### src/hdl/epq_pkg.sv
// Shared constants, types and codes for the expiring next-hop packet queue.
package epq_pkg;

  localparam int QueueDepth = 64;
  localparam int AddrW      = $clog2(QueueDepth);
  localparam int CountW     = $clog2(QueueDepth + 1);
  localparam int LimW       = (CountW > 7) ? CountW : 7;

  typedef enum logic [2:0] {
    OP_ENQ   = 3'd0,
    OP_DEQ   = 3'd1,
    OP_TAKE  = 3'd2,
    OP_PROBE = 3'd3,
    OP_FLUSH = 3'd4
  } op_t;

  localparam logic CFG_MAX_ENTRIES = 1'b0;
  localparam logic CFG_MAX_DELAY   = 1'b1;

  typedef struct packed {
    logic accept;
    logic sweep_en;
    logic finish;
  } epq_cmd_t;

  typedef struct packed {
    logic sweep_done;
  } epq_sts_t;

endpackage

### src/hdl/epq_ctrl.sv
// Controller state machine for the packet queue: request, sweep and result sequencing.
module epq_ctrl (
  input  logic              clk,
  input  logic              rst_n,
  input  logic              in_valid,
  input  logic [2:0]        in_op,
  output logic              in_stall,
  output logic              out_valid,
  input  logic              out_stall,
  input  epq_pkg::epq_sts_t sts,
  output epq_pkg::epq_cmd_t cmd
);
  import epq_pkg::*;

  typedef enum logic [2:0] {
    S_IDLE   = 3'b001,
    S_SWEEP  = 3'b010,
    S_FINISH = 3'b100
  } state_t;

  state_t state_r, state_nxt;
  logic   out_valid_r, out_valid_nxt;

  assign in_stall  = (state_r != S_IDLE);
  assign out_valid = out_valid_r;

  always_comb begin
    state_nxt     = state_r;
    out_valid_nxt = out_valid_r && out_stall;
    cmd           = '0;
    unique case (state_r)
      S_IDLE: begin
        if (in_valid) begin
          cmd.accept = 1'b1;
          if (in_op == OP_DEQ || in_op == OP_TAKE || in_op == OP_PROBE) begin
            state_nxt = S_SWEEP;
          end else begin
            state_nxt = S_FINISH;
          end
        end
      end
      S_SWEEP: begin
        cmd.sweep_en = 1'b1;
        if (sts.sweep_done) begin
          state_nxt = S_FINISH;
        end
      end
      S_FINISH: begin
        if (!out_valid_r || !out_stall) begin
          cmd.finish    = 1'b1;
          out_valid_nxt = 1'b1;
          state_nxt     = S_IDLE;
        end
      end
      default: state_nxt = S_IDLE;
    endcase
  end

  always_ff @(posedge clk) begin
    if (!rst_n) begin
      state_r     <= S_IDLE;
      out_valid_r <= 1'b0;
    end else begin
      state_r     <= state_nxt;
      out_valid_r <= out_valid_nxt;
    end
  end

endmodule

### config.mk
export PLATFORM = sky130hd
export DESIGN_NAME = epq_ctrl
export DESIGN_NICKNAME = d
export VERILOG_FILES = /design/src/hdl/epq_pkg.sv /design/src/hdl/epq_ctrl.sv
export SDC_FILE = /design/constraint.sdc
export NUM_CORES = 1
export LEC_CHECK = 0
export ABC_CLOCK_PERIOD_IN_PS = 1900
export BUFFER_PORTS_ARGS = -buffer_cell sky130_fd_sc_hd__buf_2
export CORE_AREA = 2 2 39 41
export DETAILED_ROUTE_END_ITERATION = 16
export DIE_AREA = 0 0 41 43
export HOLD_SLACK_MARGIN = 0.06
export SLEW_MARGIN = 0
export SYNTH_ARGS = -nofsm -noshare
export SYNTH_HDL_FRONTEND = slang
export SYNTH_SLANG_ARGS = --single-unit
### constraint.sdc
create_clock -name clk -period 1.9 [get_ports clk]
set_clock_uncertainty 0.05 [all_clocks]
set_input_delay 0.19 -clock clk [delete_from_list [all_inputs] [get_ports clk]]
set_output_delay 0.19 -clock clk [all_outputs]
set_load 0.01 [all_outputs]
Word level (Yosys, flattened, before mapping)
Index checks and enable logic that the tools add are counted.
Word-level totals
  input port bits: 8
  output and inout bits: 5
  register bits: 4
Cells by class
  eq/ne operators: 10
  multiplexer cells: 12
  reduce and logical (&&, ||, !) cells: 7
Operator list (number)
  $mux W3: 4
  $eq A3 B2 Y1 const B: 3
  $pmux W3 S3: 1
  $mux W1: 7
  $eq A3 B1 Y1 const B: 2
  $ne A2 B2 Y1 const B: 3
  $eq A3 B3 Y1 const B: 1
  $logic_or A1 B1 Y1: 3
  $ne A3 B1 Y1 const B: 1
  $reduce_and A3 Y1: 1
  $logic_not A1 Y1: 2
  $logic_and A1 B1 Y1: 1

Logic depth before layout (Yosys ltp)
  word-level depth: 6
  depth in mapped cells: 4
  depth with buffers taken out: 3

Worst setup path before layout
No wires, ideal clock.
  kind: register to register
  start: reg state_r[2]
  end: reg state_r[1]
  arrival time: 1.148 ns
  slack: 0.629 ns
  clock period less this slack: 1.271 ns
  required time: 1.778 ns
  cell stages (with the launch flop): 5
  library setup time: 0.072 ns
  path through: dfxtp_1 > buf_6 > or3b_4 > o32a_1 > nor3b_2
On the way
  longest elaborated chain between the ends: 3
  elaborated cells between the ends (all ways): 8
Ends and longest elaborated chain
  start: declaration: RTL line epq_ctrl.sv:21  | state_t state_r, state_nxt;
  start signal: assignment: RTL line epq_ctrl.sv:64  | state_r <= state_nxt;
  $eq A3 B3 Y1 (tied with other cells): RTL line epq_ctrl.sv:31  | unique case (state_r)
  $ne A2 B2 Y1 (no line)
  $reduce_and A3 Y1 (no line)
Several ways; a longest one is shown, not always the timed one.
A chain may end at the register's enable or synchronous reset.

==> results <==
- The run finished with clean final reports.
- The finished cells cover 357 um^2.
- In the global route stage, met2 resource usage came out at 8.13%.
- The clock network is responsible for 36.8% of the overall power.
- In the final routed layout, each cell accounts on average for 9.25 um.
- The initial utilization of the core area, before any placement, comes to 19.2%.
- After synthesis the cells add up to 265 um^2.
- The flop and latch count out of synthesis is 4.
- After detailed routing, the number of remaining DRC violations is 0.
- The mean instance size in the synthesized netlist is 9.15 um^2.
- Row generation in the floorplan step produced 14 rows.
- Buffers placed on the I/O ports in this run total 12.
- The Yosys step of the flow raised 0 warnings.
- The number of different library cells used by synthesis comes to 22.
- The area of the die is 0.00176 mm^2.
- The clock-pin slew on the worst setup and hold paths is 40 ps.
- The final setup violation count is 0.
- The data arrival time of the critical path is 1350 ps.
- The TritonCTS clock tree is built.
- In the synthesized netlist, the number of instances is 29.
- The largest total area in the synthesized netlist belongs to sky130_fd_sc_hd__dfxtp_1.
- The number of instances resized during post-cts repair is 0.
- Setup repair after global routing left no endpoint under its margin.
- Across the run, the number of max-cap violations was 0.
- Summed over all layers, the routed wires come to 546 um.
- The post-synthesis net count is 37.
- Of all nets on the critical path, the largest fanout is 9.
- The critical path required time is 1660 ps.
- The number of levels in the clock H-tree is 1.
- The startpoint kind of the worst setup timing path is a flip-flop.
- The global routing stage identified its most utilized layer as met2.
- The pre-antenna-repair detailed-routing pass consisted of 4 iterations.
- Subtracting the final worst setup slack from the clock period gives 1590 ps.
- The number of antenna-violating nets in the routed design is 0.
- Post-CTS timing repair inserted 0 buffers for setup.
- The chip height is 43 um.
- The post-synthesis sequential area ratio is 30.2%.
- Summed over all layers, the global routing overflow is 0.
- Global routing used 8.04% of the available met1 tracks.
- The number of hold violations in the final report is 0.
- In this run, synthesis inferred 0 flip-flops with an integrated enable.
- The placeable core region is 0.00138 mm^2.
- Net switching is 26.2% of the power.
- The final estimated routing congestion in global placement is 0.693.
- Across all layers, the routed design uses 263 vias.
- For this run, the leading register cell type out of synthesis is sky130_fd_sc_hd__dfxtp_1.
- In this run the tightest slew margin relative to its limit is 82.5%.
- The total power draw is 272 uW.
- The detailed router finished its first iteration with 5 violations.
- Clock tree synthesis inserted a total of 3 buffers.
- Entering global routing, the biggest net connects 10 pins.
- Summed over all cells, the static leakage comes to 0.000157 uW.
- VDD sags by at most 197 uV.
- The ratio of cells with drive above 1 in the final layout is 44.2%.
- The worst setup path is captured at an output port.
- The critical path is of the flip-flop to output port type.
- The setup TNS is 0 ps.
- The hold-fix buffer count after cts is 0.
- The chip width is 41 um.
- The switching power of the nets is 71.3 uW.
- The clock drives 4 sinks.
- For this run, asynchronously set or reset flops after synthesis account for 0%.
- The standard cell area after detailed placement is 334 um^2.
- The combinational share of power is 25.3%.
- Of the total power, registers draw 37.9%.
- The internal power of the cells totals 201 uW.
- The slew at the pin closest to its max-slew limit is 262 ps.
- The core occupancy in the finished layout is 25.8%.
- Static timing analysis puts the maximum clock frequency at 627 MHz.
- The cell chosen for the clock root is sky130_fd_sc_hd__clkbuf_4.
- Dividing the detail-routed via count by the number of cells gives 4.46.
- In this run the count of I/O pins placed on the die edge is 13.
- The first-pass GRT wire length is 786 um.
- At the end of the flow, the number of nets in the layout was 53.
- The initial antenna violation count is 0.
- Of the post-synthesis cell area, the dominant cell type holds 30.2%.
- The antenna diode count is 0.
- The power density over the cells is 764 mW/mm^2.
- The area growth from synthesis to layout is 34.4%.
- The path class of the tightest hold or removal check is input port to flip-flop.
- The clock latency on the worst-skew pair is 230 ps.
- The clock tree buffer depth is 2.
- The global-route usage over all layers is 7.23%.
- By area the synthesized netlist is led by sky130_fd_sc_hd__dfxtp_1 30%, sky130_fd_sc_hd__or3b_1 6.6%, sky130_fd_sc_hd__nor3b_2 4.7%.
- The via count of the first global-routing pass is 208.
- Across all hold checks on the routed design, the worst slack comes to 134 ps.
- The worst path uses 83.9% of the clock period.
- The number of max-slew violations in the final report was 0.
- The met3 track demand over resource is 4.71%.
==> sequential cells by signal, summed over array words and instances (netlist names) <==
register / flops
state_r: 3
out_valid: 1
==> cell families after synthesis <==
logic type             synth area share [%]
AOI/OAI and AO/OA                      32.1
buffers and inverters                  5.66
DFF                                    30.2
and+or+nand+nor                        32.1
==> synth_stat cells, drive strengths merged (3+ instances only) <==
master and instances:
nor2 3, dfxtp 4, or3b 3, a21oi 3
==> metrics by stage <==
step / setup slack, ps / cells
floorplan: 629 / 29
global placement: 556 / 56
detailed placement: 533 / 56
CTS: 292 / 59
global route: 206 / 59
finish: 306 / 59
==> critical path, cell delays in order (launching register included) <==
cell and delay [ps]:
sky130_fd_sc_hd__dfxtp_1 460, sky130_fd_sc_hd__or3b_1 410, sky130_fd_sc_hd__a21oi_1 120, sky130_fd_sc_hd__buf_2 140
==> layout make-up <==
type,instances,area [um^2]
Sequential cell,4,80.1
Timing Repair Buffer,12,60.1
Fill cell,150,1030
Clock buffer,3,22.5
Multi-Input combinational cell,23,170
Inverter,1,3.75
Tap cell,16,20.0
==> power by group through the flow <==
stage | logic [uW] | clock network (uW) | registers, uW
final | 68.9 | 100 | 103
after global placement | 69.8 | 0 | 104
after floorplan | 56.5 | 0 | 98.3
after detailed placement | 70.0 | 0 | 105
after CTS | 70.6 | 106 | 103
after global routing | 75.8 | 119 | 105
==> final timing paths <==
path / from / end / slack (ps) / cells after the start
setup / recovery: state_r[2]$_SDFFE_PN0P_ / cmd[0] / 310 / 3
hold / removal: rst_n / state_r[0]$_SDFFE_PN1P_ / 130 / 2
setup reg to reg: state_r[0]$_SDFFE_PN1P_ / state_r[2]$_SDFFE_PN0P_ / 620 / 3
hold reg to reg: out_valid$_SDFF_PN0_ / out_valid$_SDFF_PN0_ / 460 / 2
==> cells in the final DEF (no fill, tap or decap) <==
cell type,synthesis,routed
sky130_fd_sc_hd__nor2b_1,1,1
sky130_fd_sc_hd__a21boi_1,1,1
sky130_fd_sc_hd__inv_1,1,1
sky130_fd_sc_hd__o21bai_1,1,1
sky130_fd_sc_hd__nand4b_1,1,1
sky130_fd_sc_hd__o32a_1,1,1
sky130_fd_sc_hd__nand2_1,1,1
sky130_fd_sc_hd__buf_2,0,12
sky130_fd_sc_hd__nand2b_1,1,1
sky130_fd_sc_hd__clkbuf_4,0,3
sky130_fd_sc_hd__or3b_4,1,1
sky130_fd_sc_hd__a21oi_1,2,2
sky130_fd_sc_hd__a2bb2oi_1,1,1
sky130_fd_sc_hd__o21ba_2,1,1
sky130_fd_sc_hd__a21oi_2,1,1
sky130_fd_sc_hd__o22ai_1,1,1
sky130_fd_sc_hd__dfxtp_1,4,4
sky130_fd_sc_hd__o221a_1,1,1
sky130_fd_sc_hd__nor2_1,3,3
sky130_fd_sc_hd__nand3b_1,1,1
sky130_fd_sc_hd__o21ai_0,1,1
sky130_fd_sc_hd__or3b_1,2,2
sky130_fd_sc_hd__nor3b_2,1,1
==> routing by layer <==
metal,vias to the layer above,wire [um],share of wire [%]
met5,-,0,0
met2,7,272,50
met3,0,26,4.8
met1,118,248,45
li1,138,-,-
met4,0,0,0
No activity file was read; power rests on OpenSTA's default activity.
